===== config.mk =====
export PLATFORM = sky130hd
export DESIGN_NAME = r2b_front_flat
export DESIGN_NICKNAME = d
export VERILOG_FILES = /design/src/design/r2b_pkg.sv /design/src/design/r2b_if.sv /design/src/design/r2b_front.sv /design/src/flat_wrapper.sv
export SDC_FILE = /design/constraint.sdc
export NUM_CORES = 1
export LEC_CHECK = 0
export ABC_AREA = 1
export BUFFER_PORTS_ARGS = -buffer_cell sky130_fd_sc_hd__clkbuf_2
export CAP_MARGIN = 20
export CORE_AREA = 2 2 138 140
export DETAILED_ROUTE_END_ITERATION = 10
export DIE_AREA = 0 0 140 142
export PLACE_DENSITY_LB_ADDON = 0.25
export SYNTH_ARGS = -nofsm -noshare
export SYNTH_HDL_FRONTEND = slang
export SYNTH_SLANG_ARGS = --single-unit

===== constraint.sdc =====
create_clock -name clk -period 4.9 [get_ports clk]
set_clock_uncertainty 0.2 [all_clocks]
set_input_delay 0.49 -clock clk [delete_from_list [all_inputs] [get_ports clk]]
set_output_delay 0.49 -clock clk [all_outputs]
set_load 0.005 [all_outputs]

===== src/design/r2b_pkg.sv =====
`default_nettype none

package r2b_pkg;

    // field widths
    localparam int PIX_W     = 24;
    localparam int BCOL_W    = 8;
    localparam int BROW_W    = 13;
    localparam int POS_W     = 6;
    localparam int IMG_W_W   = 12;
    localparam int IMG_H_W   = 16;

    // 8x8 block geometry
    localparam int BLK_BITS  = 3;
    localparam logic [BLK_BITS-1:0] BLK_LAST = '1;
    localparam logic [POS_W-1:0]    POS_LAST = '1;

    // block index over the full 12-bit column range
    localparam int BIDX_W    = IMG_W_W - BLK_BITS;

    // configuration port
    localparam int CFG_IDX_W  = 4;
    localparam int CFG_DATA_W = 16;
    localparam logic [CFG_IDX_W-1:0] REG_IMAGE_WIDTH  = CFG_IDX_W'(0);
    localparam logic [CFG_IDX_W-1:0] REG_IMAGE_HEIGHT = CFG_IDX_W'(1);

    // depth of the block request queue
    localparam int REQ_QUEUE_DEPTH = 2;

    // one block to emit
    typedef struct packed {
        logic [BIDX_W-1:0]   bcol;
        logic [BROW_W-1:0]   stripe;
        logic [BLK_BITS-1:0] last_row;
        logic [IMG_W_W-1:0]  last_col;
        logic                final_blk;
    } blk_req_t;

    // block the emitter is reading
    typedef struct packed {
        logic              busy;
        logic [BIDX_W-1:0] bcol;
    } back_status_t;

endpackage

`default_nettype wire


===== src/design/r2b_if.sv =====
`default_nettype none

// raster pixel channel
interface r2b_pix_if import r2b_pkg::*; ();
    logic             valid;
    logic             ready;
    logic [PIX_W-1:0] pixel_in;

    modport source (output valid, output pixel_in, input ready);
    modport sink   (input valid, input pixel_in, output ready);
endinterface


// register write channel
interface r2b_cfg_if import r2b_pkg::*; ();
    logic                  valid;
    logic                  ready;
    logic [CFG_IDX_W-1:0]  index;
    logic [CFG_DATA_W-1:0] data;

    modport source (output valid, output index, output data, input ready);
    modport sink   (input valid, input index, input data, output ready);
endinterface

`default_nettype wire


===== src/design/r2b_front.sv =====
`default_nettype none

module r2b_front import r2b_pkg::*; #(
    parameter int MAX_WIDTH = 2048,
    parameter int COL_W     = 11
) (
    input  wire logic                        clk,
    input  wire logic                        rst_n,
    r2b_pix_if.sink                          pixels,
    r2b_cfg_if.sink                          cfg,
    output logic                             ram_we,
    output logic [BLK_BITS+COL_W-1:0]        ram_waddr,
    output logic [PIX_W-1:0]                 ram_wdata,
    output logic                             req_push,
    output blk_req_t                         req_data,
    input  wire logic                        q_full,
    input  wire logic                        q_hit,
    output logic [BIDX_W-1:0]                probe_bcol,
    input  wire back_status_t                back_st
);

    // widest usable width given the store and the register
    localparam int WCAP = (MAX_WIDTH > (2**IMG_W_W - 1)) ? (2**IMG_W_W - 1) : MAX_WIDTH;
    localparam logic [IMG_W_W-1:0] WCAP_W = IMG_W_W'(WCAP);

    logic [IMG_W_W-1:0]  width_reg, width_next;
    logic [IMG_H_W-1:0]  height_reg, height_next;
    logic [IMG_W_W-1:0]  col_reg, col_next;
    logic [BLK_BITS-1:0] row_reg, row_next;
    logic [BROW_W-1:0]   stripe_reg, stripe_next;

    logic [IMG_W_W-1:0]  last_col;
    logic [BIDX_W-1:0]   last_bcol;
    logic [IMG_H_W-1:0]  last_line;
    logic [BROW_W-1:0]   last_stripe;
    logic [BLK_BITS-1:0] last_row;
    logic [BIDX_W-1:0]   cur_bcol;
    logic                at_last_col;
    logic                blk_end;
    logic                hazard;
    logic                acc;
    logic                restart;

    // clamped image geometry
    always_comb
    begin
        if (width_reg == '0)
        begin
            last_col = '0;
        end
        else if (width_reg > WCAP_W)
        begin
            last_col = WCAP_W - 1'b1;
        end
        else
        begin
            last_col = width_reg - 1'b1;
        end
        last_line = (height_reg == '0) ? '0 : height_reg - 1'b1;
    end

    assign last_bcol   = last_col[IMG_W_W-1:BLK_BITS];
    assign last_stripe = last_line[IMG_H_W-1:BLK_BITS];
    assign last_row    = (stripe_reg == last_stripe) ? last_line[BLK_BITS-1:0] : BLK_LAST;

    // classify the incoming pixel
    assign cur_bcol    = col_reg[IMG_W_W-1:BLK_BITS];
    assign at_last_col = (col_reg >= last_col);
    assign blk_end     = (row_reg == last_row)
                         && (col_reg[BLK_BITS-1:0] == BLK_LAST || at_last_col);
    assign probe_bcol  = cur_bcol;

    // hold off while the target column still has to be read out
    assign hazard       = q_hit || (back_st.busy && back_st.bcol == cur_bcol);
    assign pixels.ready = !hazard && !(blk_end && q_full);
    assign acc          = pixels.valid && pixels.ready;
    assign cfg.ready    = 1'b1;

    // stripe store write
    assign ram_we    = acc;
    assign ram_waddr = {row_reg, COL_W'(col_reg)};
    assign ram_wdata = pixels.pixel_in;

    // block request
    assign req_push           = acc && blk_end;
    assign req_data.bcol      = cur_bcol;
    assign req_data.stripe    = stripe_reg;
    assign req_data.last_row  = last_row;
    assign req_data.last_col  = last_col;
    assign req_data.final_blk = (stripe_reg == last_stripe) && (cur_bcol == last_bcol);

    // register writes and raster position
    always_comb
    begin
        width_next  = width_reg;
        height_next = height_reg;
        col_next    = col_reg;
        row_next    = row_reg;
        stripe_next = stripe_reg;
        restart     = 1'b0;
        if (cfg.valid)
        begin
            case (cfg.index)
                REG_IMAGE_WIDTH:
                begin
                    width_next = cfg.data[IMG_W_W-1:0];
                    restart    = 1'b1;
                end
                REG_IMAGE_HEIGHT:
                begin
                    height_next = cfg.data[IMG_H_W-1:0];
                    restart     = 1'b1;
                end
                default:
                begin
                end
            endcase
        end
        if (restart)
        begin
            col_next    = '0;
            row_next    = '0;
            stripe_next = '0;
        end
        else if (acc)
        begin
            if (at_last_col)
            begin
                col_next = '0;
                if (row_reg >= last_row)
                begin
                    row_next    = '0;
                    stripe_next = (stripe_reg >= last_stripe) ? '0 : stripe_reg + 1'b1;
                end
                else
                begin
                    row_next = row_reg + 1'b1;
                end
            end
            else
            begin
                col_next = col_reg + 1'b1;
            end
        end
    end

    always_ff @(posedge clk or negedge rst_n)
    begin
        if (!rst_n)
        begin
            width_reg  <= IMG_W_W'(8);
            height_reg <= IMG_H_W'(8);
            col_reg    <= '0;
            row_reg    <= '0;
            stripe_reg <= '0;
        end
        else
        begin
            width_reg  <= width_next;
            height_reg <= height_next;
            col_reg    <= col_next;
            row_reg    <= row_next;
            stripe_reg <= stripe_next;
        end
    end

    a_restart: assert property (@(posedge clk) disable iff (!rst_n)
        cfg.valid && (cfg.index == REG_IMAGE_WIDTH || cfg.index == REG_IMAGE_HEIGHT)
        |=> col_reg == '0 && row_reg == '0 && stripe_reg == '0)
        else $error("register write did not restart the frame");

endmodule

`default_nettype wire


===== src/flat_wrapper.sv =====
// flat-port wrapper written by rule: the top's interface ports become plain ports
module r2b_front_flat import r2b_pkg::*;
#(
    parameter int MAX_WIDTH = 2048,
    parameter int COL_W     = 11
)
  (clk, rst_n, ram_we, ram_waddr, ram_wdata, req_push, req_data, q_full, q_hit, probe_bcol, back_st, pixels_valid, pixels_pixel_in, pixels_ready, cfg_valid, cfg_index, cfg_data, cfg_ready);
  r2b_pix_if pixels_i ();
  r2b_cfg_if cfg_i ();
  input  wire logic clk;
  input  wire logic rst_n;
  output logic ram_we;
  output logic [BLK_BITS+COL_W-1:0] ram_waddr;
  output logic [PIX_W-1:0] ram_wdata;
  output logic req_push;
  output blk_req_t req_data;
  input  wire logic q_full;
  input  wire logic q_hit;
  output logic [BIDX_W-1:0] probe_bcol;
  input  wire back_status_t back_st;
  input wire logic [$bits(pixels_i.valid)-1:0] pixels_valid;
  input wire logic [$bits(pixels_i.pixel_in)-1:0] pixels_pixel_in;
  output wire logic [$bits(pixels_i.ready)-1:0] pixels_ready;
  input wire logic [$bits(cfg_i.valid)-1:0] cfg_valid;
  input wire logic [$bits(cfg_i.index)-1:0] cfg_index;
  input wire logic [$bits(cfg_i.data)-1:0] cfg_data;
  output wire logic [$bits(cfg_i.ready)-1:0] cfg_ready;
  assign pixels_i.valid = pixels_valid;
  assign pixels_i.pixel_in = pixels_pixel_in;
  assign pixels_ready = pixels_i.ready;
  assign cfg_i.valid = cfg_valid;
  assign cfg_i.index = cfg_index;
  assign cfg_i.data = cfg_data;
  assign cfg_ready = cfg_i.ready;
  r2b_front #(.MAX_WIDTH(MAX_WIDTH), .COL_W(COL_W)) u_core (.clk(clk), .rst_n(rst_n), .pixels(pixels_i), .cfg(cfg_i), .ram_we(ram_we), .ram_waddr(ram_waddr), .ram_wdata(ram_wdata), .req_push(req_push), .req_data(req_data), .q_full(q_full), .q_hit(q_hit), .probe_bcol(probe_bcol), .back_st(back_st));
endmodule

# After elaboration in Yosys (flattened, before gate mapping)
# Cells that the tools add are included.
[word_totals] regBits=56 latchBits=0 ramBits=0 mem_bits_ro=0 in_bits=60 out_inout_bits=89 word_cells=60 n_memories=0
[op_classes] n_addsub=5 mul=0 n_div=0 magnitude_cmp=4 n_eq_ne=6 n_shift=0 mux=18 bitwise_logic=0 reduce_logical=22
[op_table] operator="$mux W13" count=5
[op_table] operator="$mux W12" count=5
[op_table] operator="$eq A9 B9 Y1" count=2
[op_table] operator="$logic_not A16 Y1" count=1
[op_table] operator="$mux W16" count=1
[op_table] operator="$sub A16 B1 Y16 const B" count=1
[op_table] operator="$mux W3" count=5
[op_table] operator="$add A13 B1 Y13 const B" count=1
[op_table] operator="$eq A13 B13 Y1" count=1
[op_table] operator="$ge A13 B13 Y1" count=1
[op_table] operator="$add A12 B1 Y12 const B" count=1
[op_table] operator="$ge A12 B12 Y1" count=1
[op_table] operator="$gt A12 B12 Y1 const B" count=1
[op_table] operator="$logic_not A12 Y1" count=1
[op_table] operator="$sub A12 B1 Y12 const B" count=1
[op_table] operator="$logic_and A1 B1 Y1" count=7
[op_table] operator="$reduce_and A2 Y1" count=3
[op_table] operator="$reduce_bool A2 Y1" count=3
[op_table] operator="$eq A4 B1 Y1 const B" count=1
[op_table] operator="$logic_not A4 Y1" count=1
[op_table] operator="$add A3 B1 Y3 const B" count=1
[op_table] operator="$eq A3 B3 Y1" count=1
[op_table] operator="$eq A3 B3 Y1 const B" count=1
[op_table] operator="$ge A3 B3 Y1" count=1
[op_table] operator="other kinds (5)" count=8

# Depth between registers and ports, before layout
# Gate-level depths: netlist (run 1).
[depth] depth_word=12 mapped_depth=30 mapped_depth_nobuf=29

# Worst setup path after synthesis (run 1)
# No wires, ideal clock.
[synth_path] path_type="reg2reg" start="register u_core.height_reg[0]" end="register u_core.stripe_reg[0]" arrival_time_ns=3.502 required_time_ns=4.583 setup_slack_ns=1.081 path_stages_with_launch=25 n_path_buf=1 cell_sequence="dfrtp_1 > inv_1 > ha_1 > nand2_1 > nor3_2 > nand2_1 > nor2_1 > nand2_1 > nor4_4 > nor2_1 > ha_1 > and3_1 > nand3_1 > inv_1 > o21ai_0 > ha_1 > nand3_1 > inv_1 > nor3_1 > inv_1 > nor2_1 > inv_1 > buf_2 > nand4_1 > nand2_1"
[synth_rtl] item="start, declared" line="r2b_front.sv:27" text="logic [IMG_H_W-1:0] height_reg, height_next;"
[synth_rtl] item="start signal, assigned" line="r2b_front.sv:160" text="height_reg <= height_next;"
[synth_rtl] item="end signal, assigned" line="r2b_front.sv:163" text="stripe_reg <= stripe_next;"
[synth_rtl] item="end, declared" line="r2b_front.sv:30" text="logic [BROW_W-1:0] stripe_reg, stripe_next;"

# Worst setup path in the final report (run 1)
[layout_path] start="register u_core.height_reg[0]" end="output ram_we"
[layout_via] elab_chain_len=10 elab_cells_between_ends=11
[layout_lines] item="$sub A16 B1 Y16 / $logic_not A16 Y1 (equally long branches)" line="r2b_front.sv:59" text="last_line = (height_reg == '0) ? '0 : height_reg - 1'b1;"
[layout_lines] item="$mux W16 *" line="r2b_front.sv:59"
[layout_lines] item="$eq A13 B13 Y1" line="r2b_front.sv:64" text="assign last_row = (stripe_reg == last_stripe) ? last_line[BLK_BITS-1:0] : BLK_LAST;"
[layout_lines] item="$mux W3 *" line="r2b_front.sv:64"
[layout_lines] item="$eq A3 B3 Y1 *" line="r2b_front.sv:69" text="assign blk_end = (row_reg == last_row)"
[layout_lines] item="$logic_and A1 B1 Y1 *" line="r2b_front.sv:70" text="&& (col_reg[BLK_BITS-1:0] == BLK_LAST || at_last_col);"
[layout_lines] item="$logic_and A1 B1 Y1 *" line="r2b_front.sv:75" text="assign pixels.ready = !hazard && !(blk_end && q_full);"
[layout_lines] item="$logic_not A1 Y1 *" line="r2b_front.sv:75"
[layout_lines] item="$logic_and A1 B1 Y1 *" line="r2b_front.sv:75"
[layout_lines] item="$logic_and A1 B1 Y1 *" line="r2b_front.sv:76" text="assign acc = pixels.valid && pixels.ready;"
[layout_lines] item="end, declared" line="flat_wrapper.sv:12" text="output logic ram_we;"
# Every way passes the cells marked *; elsewhere a longest branch is shown, timed or not.

==> run metrics, run 1 <==
number of enable flip-flop cells after synthesis 0; detailed placement HPWL 10300 µm; RR Startpoint u_core.height_reg[0]$_DFFE_PN0P_; flip-flop count of the largest register after layout 16; synthesis-to-finish area growth 12.1%; post-route setup TNS 0 ps; fraction of layout cells with a size suffix above 1 21.4%; CTS clock-pin slew for the worst setup and hold paths 80 ps; Port Buf Inserts 99; final worst slack 424 ps; post-synthesis async set-or-reset flop share 100%; top-level port count 149; critical path launch point u_core.height_reg[0]$_DFFE_PN0P_; library cell used as clock root buffer sky130_fd_sc_hd__clkbuf_16; post-layout min period 4480 ps; standby leakage power 0.00298 µW; global-route wire length before repair 21300 µm; most common library cells after synthesis 156 x sky130_fd_sc_hd__nand2_1, 91 x sky130_fd_sc_hd__inv_1, 55 x sky130_fd_sc_hd__nor2_1; top cells by area, synth sky130_fd_sc_hd__dfrtp_1 28%, sky130_fd_sc_hd__nand2_1 12%, sky130_fd_sc_hd__ha_1 10%, sky130_fd_sc_hd__inv_1 7.0%, sky130_fd_sc_hd__buf_4 6.8%; critical path required time 4210 ps; placer's final routability congestion estimate 0.835; antenna violations before repair 0; Synth area leader sky130_fd_sc_hd__dfrtp_1; placement-stage cell area 5260 µm²; average routed wire per standard cell 13.6 µm; global-route usage over all layers 13.6%; total power per unit cell area 346 nW/µm²; Critical Path End ram_we; iteration count of the initial detailed-routing pass 10; portion of the post-synthesis area used by sequential elements 28.9%; total number of vias 4252; Sinks on Clock Net 56; critical path arrival 3790 ps; synthesized area divided by synthesized cell count 7.21 µm²; max-slew violations 0; via count of the first global-routing pass 4113; std cell rows 50; DRC violations left 14; max_cap viols 0; destination of the worst register-to-register timing path u_core.stripe_reg[4]$_DFFE_PN0P_; Syn Std Cell Area 4860 µm²; area of the core 18500 µm²; insertion delay to the later sink of the worst-skew pair 310 ps; clock tree from TritonCTS done; number of buffers on the longest clock path 2; synth warn 0; slack of the worst reg-to-reg path 610 ps; final worst-path cycle share 91.3%; transition at the pin with the smallest max-transition slack 900 ps; largest fanout on the critical path 4; max frequency 0.223 GHz; launching element type of the critical path flip-flop; DIE HEIGHT 142 µm; leftover overflow at the end of global routing 0; Cell variety after synth 42; Post-Place Worst Slack 400 ps; headroom to the max-slew limit 39.8%; Final Hold Vio Count 0; share of Yosys cell area claimed by the top area cell type 27.8%; largest net degree at the start of global routing 57; initial core utilization 26.3%; kind of critical path flip-flop to output port; Critical Path Sink Type output port; Worst IR Drop VDD 0.000136 V; most used flip-flop cell after synthesis sky130_fd_sc_hd__dfrtp_1; Avg Vias per Cell 4.42; status complete, but fails checks; Die Footprint 19900 µm²; violations in the final reports design-rule violations; class of the tightest hold or removal check input pin to async pin; number of flip-flops and latches in the synthesized netlist 56; post-route ant nets 0; clock buffer count from CTS 5; library cell with the highest instance count after synthesis sky130_fd_sc_hd__nand2_1; count of endpoints failing setup in the final report 0; Worst R2R Path Depth 24; cell area after layout 5450 µm²; Detailed Route WL 13100 µm; number of instances in the synthesized netlist 674; Layout Nets 828; initial drt markers 217; Die Width 140 µm; Clock H-tree levels 2; synthesized netlist net count 774; count of antenna diodes in the layout 0; unrepaired setup endpoints after global routing false
layout by cell type, fill, tap and decap left out, types with 2 or more instances in the layout:
master	instances
sky130_fd_sc_hd__a21oi_1	16
sky130_fd_sc_hd__buf_4	6
sky130_fd_sc_hd__clkbuf_16	5
sky130_fd_sc_hd__clkbuf_2	99
sky130_fd_sc_hd__clkinv_4	2
sky130_fd_sc_hd__dfrtp_1	54
sky130_fd_sc_hd__dfstp_2	2
sky130_fd_sc_hd__ha_1	40
sky130_fd_sc_hd__inv_1	88
sky130_fd_sc_hd__inv_2	7
sky130_fd_sc_hd__nand2_1	156
sky130_fd_sc_hd__nand2_2	3
sky130_fd_sc_hd__nand3_1	29
sky130_fd_sc_hd__nand3_2	6
sky130_fd_sc_hd__nand3_4	2
sky130_fd_sc_hd__nand3b_1	2
sky130_fd_sc_hd__nand4_1	20
sky130_fd_sc_hd__nor2_1	53
sky130_fd_sc_hd__nor2_2	3
sky130_fd_sc_hd__nor2_4	3
sky130_fd_sc_hd__nor3_1	27
sky130_fd_sc_hd__nor3_2	2
sky130_fd_sc_hd__nor4_1	3
sky130_fd_sc_hd__o21ai_0	37
sky130_fd_sc_hd__o21ai_1	9
sky130_fd_sc_hd__o21ai_2	6
sky130_fd_sc_hd__or2_2	2
sky130_fd_sc_hd__xnor2_1	7
sky130_fd_sc_hd__xor2_1	26
power by group:
group | internal (µW) | switching, µW | leakage (µW)
registers | 547 | 144 | 0.000727
logic | 334 | 479 | 0.00218
clock network | 194 | 189 | 0.0000744
total | 1080 | 812 | 0.00298
logic make-up (layout without fill, tap and decap cells):
group	Yosys count	in the layout	share of synthesized area (%)
DFF	56	56	28.9
muxes	1	1	0.232
AOI/OAI and AO/OA	70	70	7.72
buffers and inverters	153	208	15.7
xor gates and xnor gates	33	33	5.95
other	1	1	0.0771
adders and majority gates	40	40	10.3
and+or+nand+nor	320	320	31.1
area by class of cell:
| class | instances | area [µm²] |
|---|---|---|
| Multi-Input combinational cell | 465 | 2710 |
| Inverter | 95 | 357 |
| Fill cell | 2059 | 13000 |
| Clock buffer | 5 | 125 |
| Timing Repair Buffer | 105 | 541 |
| Tap cell | 234 | 293 |
| Sequential cell | 56 | 1400 |
| Clock inverter | 3 | 26.3 |
stage by stage:
| stage | hold slack [ps] | util (%) | power [µW] | cells |
|---|---|---|---|---|
| finish | 127 | 29.5 | 1890 | 963 |
| global route | 193 | 29.5 | 2080 | 963 |
| CTS | 158 | 29.3 | 1910 | 959 |
| detailed placement | 303 | 28.5 | 1520 | 951 |
| global placement | 299 | 28.5 | 1520 | 951 |
| floorplan | -5.59 | - | 1270 | 674 |
per-layer routing:
metal,track usage [%],vias up,routed length [µm]
met5,0,-,0
met4,3.14,0,85
met3,2.93,6,629
met2,24.4,88,6390
met1,16.6,1932,5950
li1,-,2226,-
worst max-delay path, cell delays in order, from the launching register on:
cell	delay, ps
sky130_fd_sc_hd__dfrtp_1	390
sky130_fd_sc_hd__inv_1	80
sky130_fd_sc_hd__ha_1	180
sky130_fd_sc_hd__nand2_1	120
sky130_fd_sc_hd__nor3_2	200
sky130_fd_sc_hd__nand2_1	110
sky130_fd_sc_hd__nor2_2	160
sky130_fd_sc_hd__nand2_1	120
sky130_fd_sc_hd__nor4_4	310
sky130_fd_sc_hd__nor2_1	80
sky130_fd_sc_hd__ha_1	280
sky130_fd_sc_hd__and3_1	160
sky130_fd_sc_hd__nand3_2	130
sky130_fd_sc_hd__inv_2	100
sky130_fd_sc_hd__o21ai_0	110
sky130_fd_sc_hd__ha_1	300
sky130_fd_sc_hd__nand3_1	90
sky130_fd_sc_hd__inv_2	60
sky130_fd_sc_hd__nand3_2	100
sky130_fd_sc_hd__nand3_4	110
sky130_fd_sc_hd__inv_1	150
sky130_fd_sc_hd__clkbuf_2	140
worst min-delay path by stage:
stage               depth (start not counted)                        startpoint  slack, ps                          endpoint
finish                                      2                             rst_n        130    u_core.col_reg[10]$_DFFE_PN0P_
global route                                2                             rst_n        190    u_core.col_reg[10]$_DFFE_PN0P_
CTS                                         2                             rst_n        160     u_core.col_reg[5]$_DFFE_PN0P_
detailed placement                          2  u_core.height_reg[0]$_DFFE_PN0P_        300  u_core.height_reg[0]$_DFFE_PN0P_
global placement                            2  u_core.height_reg[0]$_DFFE_PN0P_        300  u_core.height_reg[0]$_DFFE_PN0P_
floorplan                                   0                             rst_n         -6     u_core.col_reg[0]$_DFFE_PN0P_
timing repair:
action | 4_1_cts | 5_1_grt
setup buffers | 0 | 4
gates resized for setup | 0 | 8
setup endpoints to repair | 0 | 16
hold buffers | 0 | 0
endpoints found under the hold margin | 0 | 0
(Power assumes the default switching activity.)
==> run 2: changes to the inputs <==
--- a/config.mk
+++ b/config.mk
@@ -9,6 +9,7 @@
 export BUFFER_PORTS_ARGS = -buffer_cell sky130_fd_sc_hd__clkbuf_2
 export CAP_MARGIN = 20
 export CORE_AREA = 2 2 138 140
+export CTS_BUF_LIST = sky130_fd_sc_hd__clkbuf_4 sky130_fd_sc_hd__clkbuf_8
 export DETAILED_ROUTE_END_ITERATION = 10
 export DIE_AREA = 0 0 140 142
 export PLACE_DENSITY_LB_ADDON = 0.25
==> run 2 against run 1 <==
Compared with the run above: final cell count did not move; register-to-register slack improved by 20 ps; first-iteration DRC count grew 1.4%; largest power group unchanged; clock power is 26% lower; highest routed layer unchanged; the run still ends with design-rule violations left.
==> run metrics, run 2 (same netlist as run 1, synthesis figures left out) <==
CTS clock-pin slew for the worst setup and hold paths 110 ps (+30 ps); placed insts 951 (unchanged); iteration count of the initial detailed-routing pass 10 (unchanged); post-route setup TNS 0 ps (unchanged); Sinks on Clock Net 56 (unchanged); max_cap viols 0 (unchanged); clock buffer count from CTS 5 (unchanged); Detailed Route WL 13100 µm (+0.15%); final-layout worst hold slack 93.6 ps (-33.0 ps); library cell used as clock root buffer sky130_fd_sc_hd__clkbuf_8; DIE HEIGHT 142 µm (unchanged); count of endpoints failing setup in the final report 0 (unchanged); fraction of power spent switching nets 44.9% (+1.9 points); destination of the worst register-to-register timing path u_core.stripe_reg[2]$_DFFE_PN0P_; placer's final routability congestion estimate 0.835 (unchanged); Layout Nets 828 (unchanged); leftover overflow at the end of global routing 0 (unchanged); global-route wire length before repair 21400 µm (+0.16%); fraction of power consumed by sequential logic 38.6% (+2.0 points); cell area after layout 5400 µm² (-0.94%); post-route ant nets 0 (unchanged); transition at the pin with the smallest max-transition slack 912 ps (+12.7 ps); headroom to the max-slew limit 39.0% (-0.85 points); initial core utilization 26.3% (unchanged); Worst IR Drop VDD 0.000117 V (-14%); relative contribution of combinational cells to total power 45.5% (+2.4 points); flip-flop count of the largest register after layout 16 (unchanged); initial drt markers 220 (+1.4%); net switching component of the power 804 µW (-1.0%); total number of vias 4236 (-0.38%); fraction of layout cells with a size suffix above 1 21.8% (+0.41 points); worst stage delay on the critical path 410 ps (+20 ps); critical path required time 4210 ps (about the same); placement-stage cell area 5260 µm² (unchanged); count of antenna diodes in the layout 0 (unchanged); largest net degree at the start of global routing 57 (unchanged); clock tree from TritonCTS done; detailed placement HPWL 10300 µm (unchanged); Die Width 140 µm (unchanged); list of cells traversed by the critical path inv_1 -> ha_1 -> nand2_2 -> nor3_2 -> nand2_1 -> nor2_2 -> nand2_1 -> nor4_4 -> nor2_1 -> ha_1 -> and3_1 -> nand3_2 -> inv_2 -> o21ai_0 -> ha_1 -> nand3_1 -> inv_2 -> nand3_2 -> nand3_4 -> inv_2 -> clkbuf_2; area of the core 18500 µm² (unchanged); Final Hold Vio Count 0 (unchanged); Die Footprint 19900 µm² (unchanged); unrepaired setup endpoints after global routing false; DRC violations left 14 (unchanged); slack of the worst reg-to-reg path 630 ps (+20 ps); number of buffers on the longest clock path 2 (unchanged); std cell rows 50 (unchanged); kind of critical path flip-flop to output port; Avg Vias per Cell 4.40 (-0.38%); via count of the first global-routing pass 4107 (-0.15%); Clock H-tree levels 2 (unchanged); global-route usage over all layers 13.6% (+0.022 points); max frequency 0.224 GHz (+0.46%); Critical Path Sink Type output port; critical path arrival 3770 ps (-20 ps); clock share of power 15.9% (-4.4 points); average routed wire per standard cell 13.6 µm (+0.15%); violations in the final reports design-rule violations; Port Buf Inserts 99 (unchanged); non-filler instance count after layout 963 (unchanged); final worst-path cycle share 90.9% (-0.42 points); RR Startpoint u_core.height_reg[0]$_DFFE_PN0P_; post-layout min period 4460 ps (-20.6 ps); max-slew violations 0 (unchanged); standby leakage power 0.00296 µW (-0.92%); top-level port count 149 (unchanged); total power per unit cell area 332 nW/µm² (-4.2%); Worst R2R Path Depth 24 (unchanged); critical path's slowest cell sky130_fd_sc_hd__dfrtp_1; internal power of the cells 987 µW (-8.2%); insertion delay to the later sink of the worst-skew pair 340 ps (+30 ps); commonest non-fill, non-tap cells in the layout 155 x sky130_fd_sc_hd__nand2_1, 99 x sky130_fd_sc_hd__clkbuf_2, 87 x sky130_fd_sc_hd__inv_1; status complete, but fails checks; class of the tightest hold or removal check input pin to async pin; synthesis-to-finish area growth 11.1%; launching element type of the critical path flip-flop; antenna violations before repair 0 (unchanged); largest fanout on the critical path 4 (unchanged); most common cell after layout, fill and taps aside sky130_fd_sc_hd__nand2_1
run 2: cell counts in the layout (fill, tap and decap cells not counted):
Identical to the previous run, type by type.
run 2: power by group through the flow:
stage	registers, µW	logic [µW]	clock network (µW)
2_1_floorplan	658	611	0
3_3_place_gp	702	822	0
3_5_place_dp	703	816	0
4_1_cts	694	821	300
5_1_grt	711	953	318
6_report	692	815	284
run 2: per-stage QoR:
step	total power [µW]	util [%]	setup WS (ps)
final	1790	29.3	445
after global routing	1980	29.3	30.4
after global placement	1520	28.5	507
after floorplan	1270	-	1080
after detailed placement	1520	28.5	400
after CTS	1820	29.0	210
run 2: how the worst max path moves through the flow:
| stage | startpoint | endpoint | slack, ps | depth (start not counted) |
|---|---|---|---|---|
| final | u_core.height_reg[0]$_DFFE_PN0P_ | ram_we | 440 | 21 |
| after global routing | u_core.height_reg[0]$_DFFE_PN0P_ | ram_we | 30 | 21 |
| after CTS | u_core.height_reg[0]$_DFFE_PN0P_ | ram_we | 210 | 21 |
| after detailed placement | u_core.height_reg[0]$_DFFE_PN0P_ | u_core.stripe_reg[2]$_DFFE_PN0P_ | 400 | 24 |
| after global placement | u_core.height_reg[0]$_DFFE_PN0P_ | u_core.stripe_reg[4]$_DFFE_PN0P_ | 510 | 24 |
| after floorplan | u_core.height_reg[0]$_DFFE_PN0P_ | u_core.stripe_reg[0]$_DFFE_PN0P_ | 1080 | 24 |
run 2: timing repair:
action,4_1_cts,5_1_grt
endpoints found under the setup margin,0,16
hold buffers,0,0
buffers inserted,0,4
resized for setup,0,11
run 2: layout make-up:
class | count | area [µm²]
fill | 2061 | 13100
multi-input combinational | 465 | 2710
sequential | 56 | 1400
timing repair buffer | 105 | 541
inverter | 95 | 357
tap | 234 | 293
clock buffer | 5 | 68.8
clock inverter | 3 | 26.3
run 2: worst max-delay path, delay by kind of cell, from the launching register on:
family	cells	cell delay (ps)
compound gates	1	110
fa+ha+maj	3	770
buf+inv	5	470
flops	1	410
simple gates	12	1660
run 2: per-layer routing:
layer | wire (µm) | GRT usage [%]
met1 | 5880 | 16.6
met2 | 6450 | 24.5
met3 | 642 | 2.99
met4 | 97 | 3.14
met5 | 0 | 0
==> run 3: changes to the inputs <==
--- a/config.mk
+++ b/config.mk
@@ -12,7 +12,6 @@
 export CTS_BUF_LIST = sky130_fd_sc_hd__clkbuf_4 sky130_fd_sc_hd__clkbuf_8
 export DETAILED_ROUTE_END_ITERATION = 10
 export DIE_AREA = 0 0 140 142
-export PLACE_DENSITY_LB_ADDON = 0.25
 export SYNTH_ARGS = -nofsm -noshare
 export SYNTH_HDL_FRONTEND = slang
 export SYNTH_SLANG_ARGS = --single-unit
==> run 3 against run 2 <==
Compared with the run above: the flow still finishes with violations (design-rule violations); clock-buffer cell count stayed put; cell area fell by 0.12%; sequential share of layout area about the same; fmax fell by 2.4%; critical path type unchanged; largest power group unchanged.
==> run metrics, run 3 (same netlist as run 1, synthesis figures left out) <==
status complete, but fails checks; violations in the final reports design-rule violations; launching element type of the critical path flip-flop; transition at the pin with the smallest max-transition slack 918 ps (+5.69 ps); number of buffer and inverter stages on the critical path 5 (unchanged); CTS clock-pin slew for the worst setup and hold paths 120 ps (about the same); cell area after layout 5390 µm² (-0.12%); CP most frequent cell sky130_fd_sc_hd__inv_1; leftover overflow at the end of global routing 0 (unchanged); total power per unit cell area 334 nW/µm² (+0.62%); headroom to the max-slew limit 38.6% (-0.38 points); max_cap viols 0 (unchanged); insertion delay to the later sink of the worst-skew pair 330 ps (about the same); post-route ant nets 0 (unchanged); Avg Vias per Cell 4.49 (+2.0%); Sinks on Clock Net 56 (unchanged); Critical Path Sink Type output port; DIE HEIGHT 142 µm (unchanged); global-route usage over all layers 13.2% (-0.35 points); fraction of layout cells with a size suffix above 1 21.1% (-0.74 points); initial drt markers 185 (-16%); kind of critical path flip-flop to output port; Die Width 140 µm (unchanged); number of buffers on the longest clock path 2 (unchanged); global-route wire length before repair 21100 µm (-1.5%); placement-stage cell area 5250 µm² (-0.14%); standby leakage power 0.00295 µW (-0.11%); class of the tightest hold or removal check input pin to async pin; placer's final routability congestion estimate 0.851 (+1.8%); Port Buf Inserts 99 (unchanged); critical path required time 4210 ps (about the same); antenna violations before repair 0 (unchanged); iteration count of the initial detailed-routing pass 8 (-2); flip-flop count of the largest register after layout 16 (unchanged); list of cells traversed by the critical path inv_1 -> ha_1 -> nand2_1 -> nor3_2 -> nand2_1 -> nor2_1 -> nand2_1 -> nor4_4 -> nor2_1 -> ha_1 -> and3_1 -> nand3_2 -> inv_1 -> o21ai_0 -> ha_1 -> nand3_1 -> inv_1 -> nand3_2 -> nand3_4 -> inv_1 -> clkbuf_2; post-layout min period 4570 ps (+111 ps); final worst-path cycle share 93.2% (+2.3 points); detailed placement HPWL 10100 µm (-1.7%); largest fanout on the critical path 4 (unchanged); Final Hold Vio Count 0 (unchanged); std cell rows 50 (unchanged); Detailed Route WL 13000 µm (-0.92%); average routed wire per standard cell 13.5 µm (-0.61%); area of the core 18500 µm² (unchanged); commonest non-fill, non-tap cells in the layout 156 x sky130_fd_sc_hd__nand2_1, 99 x sky130_fd_sc_hd__clkbuf_2, 90 x sky130_fd_sc_hd__inv_1; max frequency 0.219 GHz (-2.4%); critical path's slowest cell sky130_fd_sc_hd__dfrtp_1; count of antenna diodes in the layout 0 (unchanged); most common cell after layout, fill and taps aside sky130_fd_sc_hd__nand2_1; via count of the first global-routing pass 4131 (+0.58%); DRC violations left 15 (+1); Worst IR Drop VDD 0.000111 V (-5.0%); library cell used as clock root buffer sky130_fd_sc_hd__clkbuf_8; Design Power 1800 µW (+0.51%); largest net degree at the start of global routing 57 (unchanged); Clock H-tree levels 2 (unchanged); clock tree from TritonCTS done; cell family with most CP delay simple AND/OR/NAND/NOR gates; critical path arrival 3880 ps (+110 ps); Die Footprint 19900 µm² (unchanged); max-slew violations 0 (unchanged); total number of vias 4307 (+1.7%); initial core utilization 26.3% (unchanged); Layout Nets 825 (-0.36%); worst stage delay on the critical path 410 ps (about the same); count of endpoints failing setup in the final report 0 (unchanged); synthesis-to-finish area growth 11.0%; top-level port count 149 (unchanged); clock buffer count from CTS 5 (unchanged)
## run 3: cell types whose count changed in the layout (fill, tap and decap cells not counted), sizes merged
cell / previous run / this run
buf: 6 / 3
## run 3: layer usage
metal	vias up	share of wire (%)	track usage, %
met5	-	0	0
met4	0	1.7	3.56
met1	1972	44	15.8
met2	110	49	23.9
li1	2210	-	-
met3	15	5.7	3.23
## run 3: path summary, 6_finish.rpt
check,startpoint,to,slack (ps),cells past startpoint
max reg2reg,u_core.height_reg[0]$_DFFE_PN0P_,u_core.stripe_reg[3]$_DFFE_PN0P_,540,24
max,u_core.height_reg[0]$_DFFE_PN0P_,ram_we,330,21
min,rst_n,u_core.stripe_reg[6]$_DFFE_PN0P_,90,2
min reg2reg,u_core.width_reg[1]$_DFFE_PN0P_,u_core.width_reg[1]$_DFFE_PN0P_,330,2
min in group clk,cfg_data[15],u_core.height_reg[15]$_DFFE_PN0P_,180,2
max in group asynchronous,rst_n,u_core.col_reg[9]$_DFFE_PN0P_,3920,2
## run 3: timing repair
item,4_1_cts,5_1_grt
setup endpoints to repair,0,17
hold buffers,0,0
gates resized for setup,0,8
hold endpoints to repair,0,0
setup buffers,0,2
## run 3: cell type report
| type | count | area (µm²) |
|---|---|---|
| fillers | 2039 | 13100 |
| multi-input cells | 465 | 2720 |
| flip-flops and latches | 56 | 1400 |
| repair buffers | 102 | 518 |
| inverters | 95 | 357 |
| well taps | 234 | 293 |
| clock buffers | 5 | 68.8 |
| clock inverters | 3 | 33.8 |
## run 3: where the power goes
part	leakage, µW	switching [µW]	total, µW	internal (µW)
registers	0.000727	151	698	547
clock network	0.0000515	180	288	108
logic	0.00217	480	814	335
## run 3: stage by stage
step | util, % | hold WS (ps) | setup slack [ps] | std cells | setup TNS (ps)
6_report | 29.2 | 94.8 | 334 | 960 | 0
5_1_grt | 29.2 | 164 | -34.2 | 960 | -34.2
4_1_cts | 29.0 | 123 | 216 | 958 | 0
3_5_place_dp | 28.4 | 303 | 367 | 950 | 0
3_3_place_gp | 28.4 | 295 | 519 | 950 | 0
2_1_floorplan | - | -5.59 | 1080 | 674 | 0
